==> src/gpi_pkg.sv <==
// gpi_pkg: shared types, constants and the length-to-step table of the
// golden prime interleaver
// no dependencies
package gpi_pkg;

  // configuration port
  localparam int CFG_IDX_W  = 2;
  localparam int CFG_DATA_W = 12;
  localparam logic [CFG_IDX_W-1:0] REG_FRAME_LENGTH = CFG_IDX_W'(0);
  localparam logic [CFG_IDX_W-1:0] REG_MODE         = CFG_IDX_W'(1);

  // field widths fixed by the interface
  localparam int CFG_LEN_W  = 12;
  localparam int STEP_W     = 12;
  localparam int OUT_DATA_W = 32;

  // reset values of the frame settings
  localparam int LEN_RESET  = 112;
  localparam int STEP_RESET = 71;

  // mode codes
  localparam logic MODE_INTERLEAVE   = 1'b0;
  localparam logic MODE_DEINTERLEAVE = 1'b1;

  // depth of the output queue
  localparam int OUT_DEPTH = 3;

  // frame length to step table
  localparam int TAB_N = 21;
  localparam logic [CFG_LEN_W-1:0] LEN_TAB [0:TAB_N-1] = '{
    12'd112,  12'd210,  12'd224,  12'd252,  12'd420,  12'd448,  12'd504,
    12'd672,  12'd896,  12'd1120, 12'd1344, 12'd1568, 12'd1792, 12'd2016,
    12'd2240, 12'd2464, 12'd2688, 12'd2912, 12'd3136, 12'd3360, 12'd3584
  };
  localparam logic [STEP_W-1:0] STEP_TAB [0:TAB_N-1] = '{
    12'd71,   12'd131,  12'd139,  12'd157,  12'd263,  12'd277,  12'd313,
    12'd419,  12'd557,  12'd701,  12'd839,  12'd971,  12'd1109, 12'd1249,
    12'd1399, 12'd1523, 12'd1663, 12'd1801, 12'd1949, 12'd2081, 12'd2213
  };

  typedef struct packed {
    logic [STEP_W-1:0] step;
    logic              hit;
  } step_lookup_t;

  // per-transaction read side info from the address generator
  typedef struct packed {
    logic rd_en;   // previous frame is stored, a result is due
    logic last;    // last element of the frame
    logic err;     // length not in table
  } gpi_rd_info_t;

  // full table search, last match wins
  function automatic step_lookup_t step_lookup(input logic [CFG_LEN_W-1:0] len);
    step_lookup_t res;
    res.step = '0;
    res.hit  = 1'b0;
    for (int k = 0; k < TAB_N; k++) begin
      if (LEN_TAB[k] == len) begin
        res.step = STEP_TAB[k];
        res.hit  = 1'b1;
      end
    end
    return res;
  endfunction

endpackage

==> src/gpi_out_fifo.sv <==
// gpi_out_fifo: small output queue that decouples the result channel from
// the input side; depends on gpi_pkg
module gpi_out_fifo import gpi_pkg::*; #(
  parameter int WIDTH = 34
) (
  input  logic                             clk,
  input  logic                             rst_n,
  input  logic                             push,
  input  logic [WIDTH-1:0]                 push_data,
  input  logic                             pop,
  output logic                             head_valid,
  output logic [WIDTH-1:0]                 head_data,
  output logic [$clog2(OUT_DEPTH+1)-1:0]   count
);

  localparam int PW = $clog2(OUT_DEPTH);
  localparam int CW = $clog2(OUT_DEPTH + 1);

  logic [WIDTH-1:0] entry_r [0:OUT_DEPTH-1];
  logic [PW-1:0]    wr_ptr_r, rd_ptr_r;
  logic [CW-1:0]    count_r;
  logic             do_pop;

  assign do_pop     = pop && (count_r != '0);
  assign head_valid = (count_r != '0);
  assign head_data  = entry_r[rd_ptr_r];
  assign count      = count_r;

  // payload entries
  always_ff @(posedge clk) begin
    if (push) begin
      entry_r[wr_ptr_r] <= push_data;
    end
  end

  // pointers and fill level
  always_ff @(posedge clk) begin
    if (!rst_n) begin
      wr_ptr_r <= '0;
      rd_ptr_r <= '0;
      count_r  <= '0;
    end else begin
      if (push) begin
        wr_ptr_r <= (wr_ptr_r == PW'(OUT_DEPTH - 1)) ? '0 : wr_ptr_r + PW'(1);
      end
      if (do_pop) begin
        rd_ptr_r <= (rd_ptr_r == PW'(OUT_DEPTH - 1)) ? '0 : rd_ptr_r + PW'(1);
      end
      case ({push, do_pop})
        2'b10:   count_r <= count_r + CW'(1);
        2'b01:   count_r <= count_r - CW'(1);
        default: count_r <= count_r;
      endcase
    end
  end

endmodule

==> config.mk <==
export PLATFORM = sky130hd
export DESIGN_NAME = gpi_out_fifo
export DESIGN_NICKNAME = d
export VERILOG_FILES = /design/src/gpi_pkg.sv /design/src/gpi_out_fifo.sv
export SDC_FILE = /design/constraint.sdc
export NUM_CORES = 1
export LEC_CHECK = 0
export BUFFER_PORTS_ARGS = -buffer_cell sky130_fd_sc_hd__buf_2
export CORE_MARGIN = 1.5
export CORE_UTILIZATION = 49
export CTS_CLUSTER_DIAMETER = 120
export DETAILED_ROUTE_END_ITERATION = 10
export PLACE_DENSITY = 0.7
export SYNTH_ARGS = -nofsm -noshare
export SYNTH_HDL_FRONTEND = slang
export SYNTH_SLANG_ARGS = --single-unit
==> constraint.sdc <==
create_clock -name clk -period 3.1 [get_ports clk]
set_input_delay 0.155 -clock clk [delete_from_list [all_inputs] [get_ports clk]]
set_output_delay 0.155 -clock clk [all_outputs]
set_load 0.05 [all_outputs]
==> impl_metrics.py <==
metrics = {
    "status": {
        "status": "finished, final reports clean",
    },
    "clock_network": {
        "htreeDepth": 3,
        "cts_tree": "yes",
        "postCtsSetupBuffers": 0,
        "ctsHoldBuffers": 26,
        "clock-sinks": 110,
        "post_cts_resized": 0,
        "clk_pin_slew_ps": 100,
        "cts_max_path_buffers": 2,
        "clock_latency_ps": 350,
        "cts_buffers": 9,
        "ctsRootBufferMaster": "clkbuf_8",
    },
    "timing": {
        "period_needed_ps": 2150,
        "rsz0062_at_grt": "no",
        "clock.fmax_mhz": 464,
        "fin_skew_ps": 8.90,
        "period_share": 0.695,
        "setup_viol": 0,
        "hold_viol": 0,
        "slew_violations": 0,
        "worst_pin_slew_ps": 1070,
        "relSlewSlack": 0.283,
        "tns_ps": 0,
    },
    "global_routing": {
        "track_usage": 0.164,
        "grt_first_pass_wirelength_um": 10600,
        "antenna_found_initial": 0,
        "grt_max_degree": 35,
        "grt_pass1_vias": 2209,
        "grt_overflow": 0,
    },
    "logic_synthesis": {
        "ys_async_sr_fraction": 0,
        "syn_area_per_cell_sq_um": 16.4,
        "synth_edf_count": 102,
        "synth_area_sq_um": 4080,
        "yosys_warnings": 0,
        "synth_flop_cell": "edfxtp_1",
        "synth_cell_type_count": 23,
        "synth_common_cells": "edfxtp_1 (102), nand2_1 (38), o21ai_1 (35), mux2i_1 (34), dfxtp_1 (8)",
        "syn_nets": 288,
        "synth_top_area_share": 0.751,
        "yosysSeqAreaShare": 0.791,
        "ys_ff_latch": 110,
        "synth.most_common_cell": "edfxtp_1",
        "yosysTopAreaCell": "edfxtp_1",
        "synthCells": 249,
        "synth.area.top_cells": "edfxtp_1 (75%), mux2i_1 (8.3%), o21ai_1 (4.3%)",
    },
    "detailed_routing": {
        "vias": 2329,
        "drtAntennaViolNets": 0,
        "drt-initial-drc-count": 80,
        "routed_wl_um": 6970,
        "first_pass_iters": 4,
        "routed_via_density": 4.99,
        "drc_errors": 0,
        "wl_per_cell_um": 14.9,
    },
    "floorplanning": {
        "die_area_sq_um": 8880,
        "coreArea_sq_um": 8130,
        "die_x_um": 94.2,
        "rows": 33,
        "ios": 75,
        "initial_core_util": 0.501,
        "die_h_um": 94.2,
    },
    "finish": {
        "drive_gt1_frac": 0.279,
        "utilization": 0.625,
        "areaGrowthSynthToFinish_pct": 24.7,
        "diodes": 0,
        "fin_nets": 396,
        "stdcell_count": 467,
    },
    "place": {
        "port_buffers": 74,
        "dp_cells": 422,
        "place.gp.congestion": 0.743,
        "dpl.hpwl_um": 4320,
    },
    "power_and_ir_drop": {
        "power.density_nw_per_um2": 721,
        "leakagePower_nw": 1.77,
        "total_power_mw": 3.66,
        "ir_drop_uv": 499,
    },
    "critical_path": {
        "path_cells": "buf_4 > mux2i_1 > o21ai_1 > buf_2",
        "slowest_stage": "dfxtp_2",
        "critPathTopFamily": "buffers and inverters",
        "max_stage_delay_ps": 580,
        "critPathBufInv": 2,
        "critPathRequiredTime_ps": 2940,
        "endpoint_kind": "output pin",
        "critPathKind": "flop to output pin",
        "cp.arrival_ps": 2000,
        "critical_path.max_fanout": 23,
        "crit_path_start_kind": "flop",
    },
    "min_path": {
        "hp-class": "primary input to flop",
    },
    "run": {
        "maxCapViolations": 0,
    },
}
==> layer usage <==
| metal | wire length, um | vias to the layer above | GRT usage | part of all wire |
|---|---|---|---|---|
| met2 | 3560 | 50 | 0.282 | 0.51 |
| li1 | - | 1140 | - | - |
| met1 | 3050 | 1130 | 0.202 | 0.44 |
| met3 | 244 | 9 | 0.0275 | 0.035 |
| met4 | 115 | 0 | 0.0734 | 0.017 |
| met5 | 0 | - | 0 | 0 |
==> registers in the layout, indices dropped and copies added (netlist names), named ones only <==
name	cells
rd_ptr_r	2
count	2
wr_ptr_r	2
entry_r	102
==> worst paths after layout <==
| path | slack (ps) | end | from | cells past startpoint |
|---|---|---|---|---|
| min | 20 | entry_r[2][32]$_DFFE_PP_ | push_data[32] | 1 |
| min reg2reg | 480 | flop | rd_ptr_r[0]$_SDFFE_PN0N_ | 2 |
| max reg2reg | 1290 | entry_r[2][25]$_DFFE_PP_ | wr_ptr_r[1]$_SDFFE_PN0P_ | 2 |
| max | 950 | head_data[18] | flop | 4 |
==> placed cells by master (no fill, tap or decap) <==
master / count
clkinvlp_4: 2
o21ai_1: 35
nor2_4: 2
dfxtp_2: 2
and2_1: 1
nand2_1: 38
or2_1: 1
buf_2: 74
dfxtp_1: 6
a21boi_1: 3
nor2b_1: 2
mux2i_1: 34
dlygate4sd3_1: 29
edfxtp_1: 102
nor3_4: 1
inv_2: 1
clkbuf_8: 9
ha_1: 1
bufinv_16: 1
o21ai_0: 1
inv_6: 2
buf_4: 5
clkinv_4: 2
inv_1: 1
xnor2_1: 2
or3_1: 2
or3b_1: 1
o21a_1: 2
==> metrics by stage <==
stage	cell area, sq um	hold WS, ps	worst slack (ps)
6_report	5080	15.8	945
5_1_grt	5080	1.49	844
4_1_cts	5050	0.280	924
3_5_place_dp	4590	360	1270
3_3_place_gp	4590	355	1280
2_1_floorplan	4080	254	783
==> worst register-to-register path: cells and delay by family, from the launching register on <==
kind / cells / cell delay [ps]
flip-flops: 1 / 460
AND/OR/NAND/NOR: 2 / 950
==> power breakdown <==
part           total (mW)  switching (mW)  internal [mW]
sequential           1.77          0.0624           1.71
clock               0.854           0.472          0.382
combinational        1.04           0.743          0.293
total                3.66            1.28           2.38
==> cell families (layout without fill, tap and decap cells) <==
family	after synthesis	after routing	share of synthesized area
AO/OA/AOI/OAI	41	41	0.0534
XOR/XNOR	2	2	0.00430
adder cells (fa/ha/maj)	1	1	0.00307
buffers and inverters	13	126	0.0156
flip-flops	110	110	0.791
multiplexers	34	34	0.0835
AND/OR/NAND/NOR	48	48	0.0494
==> cell type report <==
cell class | count | area (sq um)
timing repair buffer | 108 | 698
clock buffer | 9 | 124
inverter | 2 | 7.51
multi-input combinational | 126 | 816
clock inverter | 7 | 80.1
tap | 105 | 131
sequential | 110 | 3230
fill | 609 | 3050
Power figures use the tool's default switching activity.
