==> src/gpi_pkg.sv <==
// gpi_pkg: shared types, constants and the length-to-step table of the
// golden prime interleaver
// no dependencies
package gpi_pkg;

  // configuration port
  localparam int CFG_IDX_W  = 2;
  localparam int CFG_DATA_W = 12;
  localparam logic [CFG_IDX_W-1:0] REG_FRAME_LENGTH = CFG_IDX_W'(0);
  localparam logic [CFG_IDX_W-1:0] REG_MODE         = CFG_IDX_W'(1);

  // field widths fixed by the interface
  localparam int CFG_LEN_W  = 12;
  localparam int STEP_W     = 12;
  localparam int OUT_DATA_W = 32;

  // reset values of the frame settings
  localparam int LEN_RESET  = 112;
  localparam int STEP_RESET = 71;

  // mode codes
  localparam logic MODE_INTERLEAVE   = 1'b0;
  localparam logic MODE_DEINTERLEAVE = 1'b1;

  // depth of the output queue
  localparam int OUT_DEPTH = 3;

  // frame length to step table
  localparam int TAB_N = 21;
  localparam logic [CFG_LEN_W-1:0] LEN_TAB [0:TAB_N-1] = '{
    12'd112,  12'd210,  12'd224,  12'd252,  12'd420,  12'd448,  12'd504,
    12'd672,  12'd896,  12'd1120, 12'd1344, 12'd1568, 12'd1792, 12'd2016,
    12'd2240, 12'd2464, 12'd2688, 12'd2912, 12'd3136, 12'd3360, 12'd3584
  };
  localparam logic [STEP_W-1:0] STEP_TAB [0:TAB_N-1] = '{
    12'd71,   12'd131,  12'd139,  12'd157,  12'd263,  12'd277,  12'd313,
    12'd419,  12'd557,  12'd701,  12'd839,  12'd971,  12'd1109, 12'd1249,
    12'd1399, 12'd1523, 12'd1663, 12'd1801, 12'd1949, 12'd2081, 12'd2213
  };

  typedef struct packed {
    logic [STEP_W-1:0] step;
    logic              hit;
  } step_lookup_t;

  // per-transaction read side info from the address generator
  typedef struct packed {
    logic rd_en;   // previous frame is stored, a result is due
    logic last;    // last element of the frame
    logic err;     // length not in table
  } gpi_rd_info_t;

  // full table search, last match wins
  function automatic step_lookup_t step_lookup(input logic [CFG_LEN_W-1:0] len);
    step_lookup_t res;
    res.step = '0;
    res.hit  = 1'b0;
    for (int k = 0; k < TAB_N; k++) begin
      if (LEN_TAB[k] == len) begin
        res.step = STEP_TAB[k];
        res.hit  = 1'b1;
      end
    end
    return res;
  endfunction

endpackage

==> src/gpi_ctrl.sv <==
// gpi_ctrl: configuration registers, per-frame latch and the incremental
// permuted address generator; depends on gpi_pkg
module gpi_ctrl import gpi_pkg::*; #(
  parameter int MAX_FRAME = 4096
) (
  input  logic                         clk,
  input  logic                         rst_n,
  input  logic                         cfg_we,
  input  logic [CFG_IDX_W-1:0]         cfg_index,
  input  logic [CFG_DATA_W-1:0]        cfg_data,
  input  logic                         accept,
  output logic [$clog2(MAX_FRAME)-1:0] wr_addr,
  output logic [$clog2(MAX_FRAME)-1:0] rd_addr,
  output logic                         wr_bank,
  output logic                         rd_bank,
  output gpi_rd_info_t                 info
);

  localparam int AW = $clog2(MAX_FRAME);
  localparam int LW = AW + 1;
  localparam logic [CFG_LEN_W:0] MAX_LEN_C = (CFG_LEN_W+1)'(MAX_FRAME);

  logic [CFG_LEN_W-1:0] frame_length_r;
  logic                 mode_r;

  logic [AW-1:0] cnt_r, perm_r, act_step_r;
  logic [LW-1:0] act_len_r;
  logic          act_mode_r, act_err_r, bank_r, ready_r;

  step_lookup_t  lk;
  logic [LW-1:0] new_len, eff_len, sum;
  logic [AW-1:0] new_step, eff_step, perm_step;
  logic          new_err, eff_err, eff_mode, first, last;

  // frame settings as latched at the first element of a frame
  always_comb begin
    lk = step_lookup(frame_length_r);
    if ({1'b0, frame_length_r} > MAX_LEN_C) begin
      new_len  = LW'(MAX_FRAME);
      new_step = AW'(1);
      new_err  = 1'b1;
    end else if (lk.hit) begin
      new_len  = LW'(frame_length_r);
      new_step = AW'(lk.step);
      new_err  = 1'b0;
    end else begin
      new_len  = (frame_length_r == '0) ? LW'(1) : LW'(frame_length_r);
      new_step = AW'(1);
      new_err  = 1'b1;
    end
  end

  assign first    = (cnt_r == '0);
  assign eff_len  = first ? new_len  : act_len_r;
  assign eff_step = first ? new_step : act_step_r;
  assign eff_err  = first ? new_err  : act_err_r;
  assign eff_mode = first ? mode_r   : act_mode_r;

  // address selection by mode
  assign wr_addr = (eff_mode == MODE_DEINTERLEAVE) ? cnt_r  : perm_r;
  assign rd_addr = (eff_mode == MODE_DEINTERLEAVE) ? perm_r : cnt_r;
  assign wr_bank = bank_r;
  assign rd_bank = ~bank_r;

  assign last = (({1'b0, cnt_r} + LW'(1)) >= eff_len);

  // j += b mod N, one conditional subtract since j and b are below N
  assign sum       = {1'b0, perm_r} + {1'b0, eff_step};
  assign perm_step = (sum >= eff_len) ? AW'(sum - eff_len) : AW'(sum);

  assign info.rd_en = ready_r;
  assign info.last  = last;
  assign info.err   = eff_err;

  // configuration and frame state
  always_ff @(posedge clk) begin
    if (!rst_n) begin
      frame_length_r <= CFG_LEN_W'(LEN_RESET);
      mode_r         <= MODE_INTERLEAVE;
      cnt_r          <= '0;
      perm_r         <= '0;
      act_step_r     <= AW'(STEP_RESET);
      act_len_r      <= LW'(LEN_RESET);
      act_mode_r     <= MODE_INTERLEAVE;
      act_err_r      <= 1'b0;
      bank_r         <= 1'b0;
      ready_r        <= 1'b0;
    end else begin
      if (cfg_we) begin
        case (cfg_index)
          REG_FRAME_LENGTH: frame_length_r <= cfg_data;
          REG_MODE:         mode_r         <= cfg_data[0];
          default: ;
        endcase
      end
      if (accept) begin
        if (first) begin
          act_len_r  <= new_len;
          act_step_r <= new_step;
          act_err_r  <= new_err;
          act_mode_r <= mode_r;
        end
        if (last) begin
          cnt_r   <= '0;
          perm_r  <= '0;
          bank_r  <= ~bank_r;
          ready_r <= 1'b1;
        end else begin
          cnt_r  <= cnt_r + AW'(1);
          perm_r <= perm_step;
        end
      end
    end
  end

endmodule

==> config.mk <==
export PLATFORM = sky130hd
export DESIGN_NAME = gpi_ctrl
export DESIGN_NICKNAME = d
export VERILOG_FILES = /design/src/gpi_pkg.sv /design/src/gpi_ctrl.sv
export SDC_FILE = /design/constraint.sdc
export NUM_CORES = 1
export LEC_CHECK = 0
export BUFFER_PORTS_ARGS = -buffer_cell sky130_fd_sc_hd__buf_4
export CAP_MARGIN = 20
export CORE_MARGIN = 2
export CORE_UTILIZATION = 30
export DETAILED_ROUTE_END_ITERATION = 10
export MAX_ROUTING_LAYER = met4
export PLACE_DENSITY = 0.57
export SYNTH_ARGS = -nofsm -noshare
export SYNTH_HDL_FRONTEND = slang
export SYNTH_SLANG_ARGS = --single-unit
==> constraint.sdc <==
create_clock -name clk -period 10.75 [get_ports clk]
set_input_delay 0.5375 -clock clk [delete_from_list [all_inputs] [get_ports clk]]
set_output_delay 0.5375 -clock clk [all_outputs]
set_load 0.05 [all_outputs]
==> run summary <==
The flow ran to the end, and the final reports show no timing, DRC or antenna violations. The share of async-settable or async-resettable flops after synthesis was 0%. The tools report the via count of the first global-routing pass as 4,725.

The worst setup path is launched from a register. The area added between synthesis and finish was 14.7%. The number of nets handed over by synthesis was 779. Summed over all layers, the global routing overflow is 0. The post-synthesis sequential element count came out at 66. The synthesized netlist occupies a cell area of 5460 sq um. Among all flip-flop cells after synthesis, the most frequent one is sky130_fd_sc_hd__dfxtp_1.

Clock-pin slew was measured on the worst setup and hold paths at 0.06 ns. The slowest library cell on the worst path is sky130_fd_sc_hd__dfxtp_1. The number of top-level pins is 47. Entering global routing, the biggest net connects 60 pins. For the finished layout, the period the worst path requires is 6.66 ns.

For flop-to-flop paths, the worst setup slack is 4.09 ns. Path class of the lowest-slack min-delay path: primary input to register. The worst hold path terminates at frame_length_r[4].

At the worst endpoint, the arrival time is 6.89 ns. The clock skew after layout is 0.00674 ns. The tools report the setup-violating endpoint count in the final report as 0. Worst stage delay on the critical path: 0.75 ns. The max capacitance violation total is 0. The floorplan die area was 19,300 sq um; the filler cell count was 1,932.

In this run the critical register-to-register path is captured at perm_r[1]. The cell total after placement was 955; the proportion of layout cells with a drive suffix above 1 was 12.3%. The number of cells on the worst reg-to-reg path is 20.

The final hold violation count was 0; the count of synthesis-stage warnings from yosys was 0. Power density over cell area: 215 nW/um^2. The total routing usage reported by global routing is 16.8%. The via density per instance came out at 5.28. The final total negative setup slack came out at 0 ns.

At the later pin of the worst-skew pair, clock insertion delay measures 0.34 ns. The number of gates resized after CTS was 0. The analysis attributes to cell leakage a power of 2.55 nW. Number of input and output port buffers inserted: 46. In this run, CTS created clock tree buffers numbering 9.

Routability-driven placement finished with a final weighted congestion of 0.916. For the initial DRC count, the log shows 372. The synthesized design spends more area on one cell type than any other, namely sky130_fd_sc_hd__dfxtp_1. IR analysis of the VDD net gives a maximum drop of 0.0907 mV. In this run the most critical hold path is launched from cfg_data[4]. The tools report the number of pins with negative max-slew slack in the final report as 0.

The number of antenna violations at the first check in global routing is 0, and the share of the synthesized area in the top cell type is 24.2%. The area of all placed cells without fillers was 6260 sq um. The H-tree generated during clock tree synthesis spans 3 levels. At the pin with the least slew margin, the transition time is 0.878 ns.

In this design, the largest share of critical-path delay is due to compound AO/OA/AOI/OAI gates. The worst setup path is captured at a register. The die is 139 um wide. The critical-path maximum fanout came out at 19. The worst path uses 61.9% of the clock period. The tree is rooted in a sky130_fd_sc_hd__clkbuf_16. The unique cell type count in the Yosys netlist was 71; the number of cell rows was 49. Setup repair after global routing left no endpoint under its margin. Before antenna repair, the detailed router went through 5 iterations. The number of clock sinks seen by CTS is 66, and the effective utilization at floorplan is 30.5%. Each instance of the synthesized netlist takes up on average 7.60 sq um. After clock tree synthesis, the flow added hold-fix buffers numbering 0. The HPWL reported at the end of detailed placement is 11,900 um, and the number of cells on the worst hold path is 3.

Synthesis produced 719 cells. The number of nets in the final layout was 797. The run gives 5950 sq um as the total cell area at the placement stage.

Traced cell by cell, the critical path runs through clkinv_1, a32o_1, and2_1, or4_1, mux2i_1, inv_2, ha_1, a211oi_1, o21ai_0, and3_1, a311oi_1, xnor2_1, ha_1, a21oi_1, o21ai_0, a2111oi_0, o21ai_1, a31oi_2, mux2i_1, a22o_1. The first global-routing pass estimated 25,500 um of wire. The maximum clock frequency was 150 MHz. The count of antenna-violating nets left after detailed routing was 0.

Leaving out filler cells and counting taps, the final layout contains 970. For this block, the via count after detailed routing is 5,121. The longest clock path from root to sink contains 2 buffers. DRC violation count after routing: 0. In this run the standard cell core region covers 17,900 sq um. Data required time at the worst endpoint: 10.98 ns. TritonCTS built the clock tree. The worst register-to-register path begins at frame_length_r[6].

Sorting the synthesized cells by area gives the leading types as sky130_fd_sc_hd__dfxtp_1 24%, sky130_fd_sc_hd__ha_1 9.2%, sky130_fd_sc_hd__nand2_1 7.6%. The buffers plus inverters on the worst setup path was 2; the post-detailed-routing wire length was 15,700 um. The worst max-slew margin expressed relative to the limit is 41.3%. The number of post-CTS setup repair buffers is 0, and the overall die height is 139 um.

0 antenna diodes ended up in the layout. The wire length per cell was 16.2 um. In this run, synthesis inferred 0 flip-flops with an integrated enable. Sequential elements use 24.2% of the synthesized area.

Kind of critical path: register to register.
## how the worst max path moves through the flow
stage / from / end / slack [ns] / cells past startpoint
detailed placement: frame_length_r[6] / perm_r[1] / 4.09 / 20
global route: frame_length_r[6] / perm_r[1] / 3.53 / 20
global placement: frame_length_r[6] / perm_r[1] / 4.13 / 20
CTS: frame_length_r[6] / perm_r[1] / 4.08 / 20
finish: frame_length_r[6] / perm_r[1] / 4.09 / 20
floorplan: frame_length_r[2] / perm_r[2] / 5.57 / 23
## placed cells by master (no fill, tap or decap), drive strengths merged, types with 7 or more instances in the layout
cell      n
o21ai    61
a21oi    28
nand2b   11
xnor2    17
and2      7
nor2b    20
and3     14
clkbuf    9
a22oi    10
inv      18
ha       40
nor2     42
mux2i    17
nand2   111
nand4    12
xor2     13
or3       9
buf      52
nand3b   10
o211ai    7
nand3    28
nor3     15
mux2     18
nor4     13
dfxtp    66
a21boi   24
## stage by stage
| step | setup WS (ns) | total power [mW] | util (%) | hold WS [ns] |
|---|---|---|---|---|
| after floorplan | 5.57 | 0.873 | - | 0.405 |
| after global placement | 4.13 | 1.03 | 33.2 | 0.432 |
| after detailed placement | 4.09 | 1.03 | 33.2 | 0.426 |
| after CTS | 4.08 | 1.35 | 35.0 | 0.392 |
| after global routing | 3.53 | 1.45 | 35.0 | 0.415 |
| final | 4.09 | 1.35 | 35.0 | 0.404 |
## power by group
| part | internal [mW] | switching [mW] |
|---|---|---|
| clock network | 0.202 | 0.118 |
| registers | 0.272 | 0.0409 |
| logic | 0.294 | 0.420 |
| total | 0.768 | 0.578 |
## cell usage after synthesis, types with 3 or more instances
master,n
sky130_fd_sc_hd__nand2_1,111
sky130_fd_sc_hd__dfxtp_1,66
sky130_fd_sc_hd__o21ai_0,48
sky130_fd_sc_hd__nor2_1,41
sky130_fd_sc_hd__ha_1,40
sky130_fd_sc_hd__clkbuf_1,30
sky130_fd_sc_hd__a21oi_1,28
sky130_fd_sc_hd__nand3_1,28
sky130_fd_sc_hd__a21boi_0,24
sky130_fd_sc_hd__nor2b_1,20
sky130_fd_sc_hd__inv_1,17
sky130_fd_sc_hd__xnor2_1,17
sky130_fd_sc_hd__mux2i_1,16
sky130_fd_sc_hd__and3_1,14
sky130_fd_sc_hd__nor3_1,14
sky130_fd_sc_hd__xor2_1,13
sky130_fd_sc_hd__nand4_1,12
sky130_fd_sc_hd__nor4_1,12
sky130_fd_sc_hd__o21ai_1,12
sky130_fd_sc_hd__mux2_1,11
sky130_fd_sc_hd__nand2b_1,11
sky130_fd_sc_hd__a22oi_1,10
sky130_fd_sc_hd__nand3b_1,10
sky130_fd_sc_hd__and2_1,7
sky130_fd_sc_hd__mux2_2,7
sky130_fd_sc_hd__o211ai_1,7
sky130_fd_sc_hd__or3_1,7
sky130_fd_sc_hd__a211oi_1,6
sky130_fd_sc_hd__buf_2,6
sky130_fd_sc_hd__o21a_1,6
sky130_fd_sc_hd__a31oi_1,5
sky130_fd_sc_hd__o31ai_1,5
sky130_fd_sc_hd__buf_1,4
sky130_fd_sc_hd__buf_4,4
sky130_fd_sc_hd__a22o_1,3
sky130_fd_sc_hd__o41ai_1,3
sky130_fd_sc_hd__or3b_2,3
## state kept, by name, summed over array words and instances, names as in the netlist
register,cells
act_err_r,1
act_len_r,13
act_mode_r,1
act_step_r,12
cnt_r,12
frame_length_r,12
mode_r,1
perm_r,12
ready_r,1
wr_bank,1
## logic make-up after synthesis
family                     after synthesis  synth area share (%)
xor gates and xnor gates                30                  4.81
AOI/OAI and AO/OA                      178                  21.4
adders and majority gates               42                  9.89
buffers and inverters                   64                  4.83
muxes                                   35                  6.89
DFF                                     66                  24.2
and+or+nand+nor                        304                  27.9
## final cells by class
class	count	area [sq um]	share of cell area, %
clock buffer	9	225	3.59
tap	229	287	4.57
timing repair buffer	52	390	6.23
sequential	66	1320	21.1
clock inverter	6	92.6	1.48
inverter	19	71.3	1.14
multi-input combinational	589	3880	61.9
## worst reg2reg max path: stages, from the launching register on
cell	delay, ns
sky130_fd_sc_hd__dfxtp_1	0.75
sky130_fd_sc_hd__clkinv_1	0.48
sky130_fd_sc_hd__a32o_1	0.33
sky130_fd_sc_hd__and2_1	0.21
sky130_fd_sc_hd__or4_1	0.49
sky130_fd_sc_hd__mux2i_1	0.39
sky130_fd_sc_hd__inv_2	0.05
sky130_fd_sc_hd__ha_1	0.29
sky130_fd_sc_hd__a211oi_1	0.31
sky130_fd_sc_hd__o21ai_0	0.13
sky130_fd_sc_hd__and3_1	0.19
sky130_fd_sc_hd__a311oi_1	0.41
sky130_fd_sc_hd__xnor2_1	0.21
sky130_fd_sc_hd__ha_1	0.32
sky130_fd_sc_hd__a21oi_1	0.20
sky130_fd_sc_hd__o21ai_0	0.13
sky130_fd_sc_hd__a2111oi_0	0.35
sky130_fd_sc_hd__o21ai_1	0.14
sky130_fd_sc_hd__a31oi_2	0.75
sky130_fd_sc_hd__mux2i_1	0.19
sky130_fd_sc_hd__a22o_1	0.23
## per-layer routing
metal  GRT usage [%]  share of wire [%]
met1            23.1                 49
met2            25.0                 45
met3            3.14                4.0
met4            5.26                2.2
met5               -                  0
No activity file was read; power rests on OpenSTA's default activity.
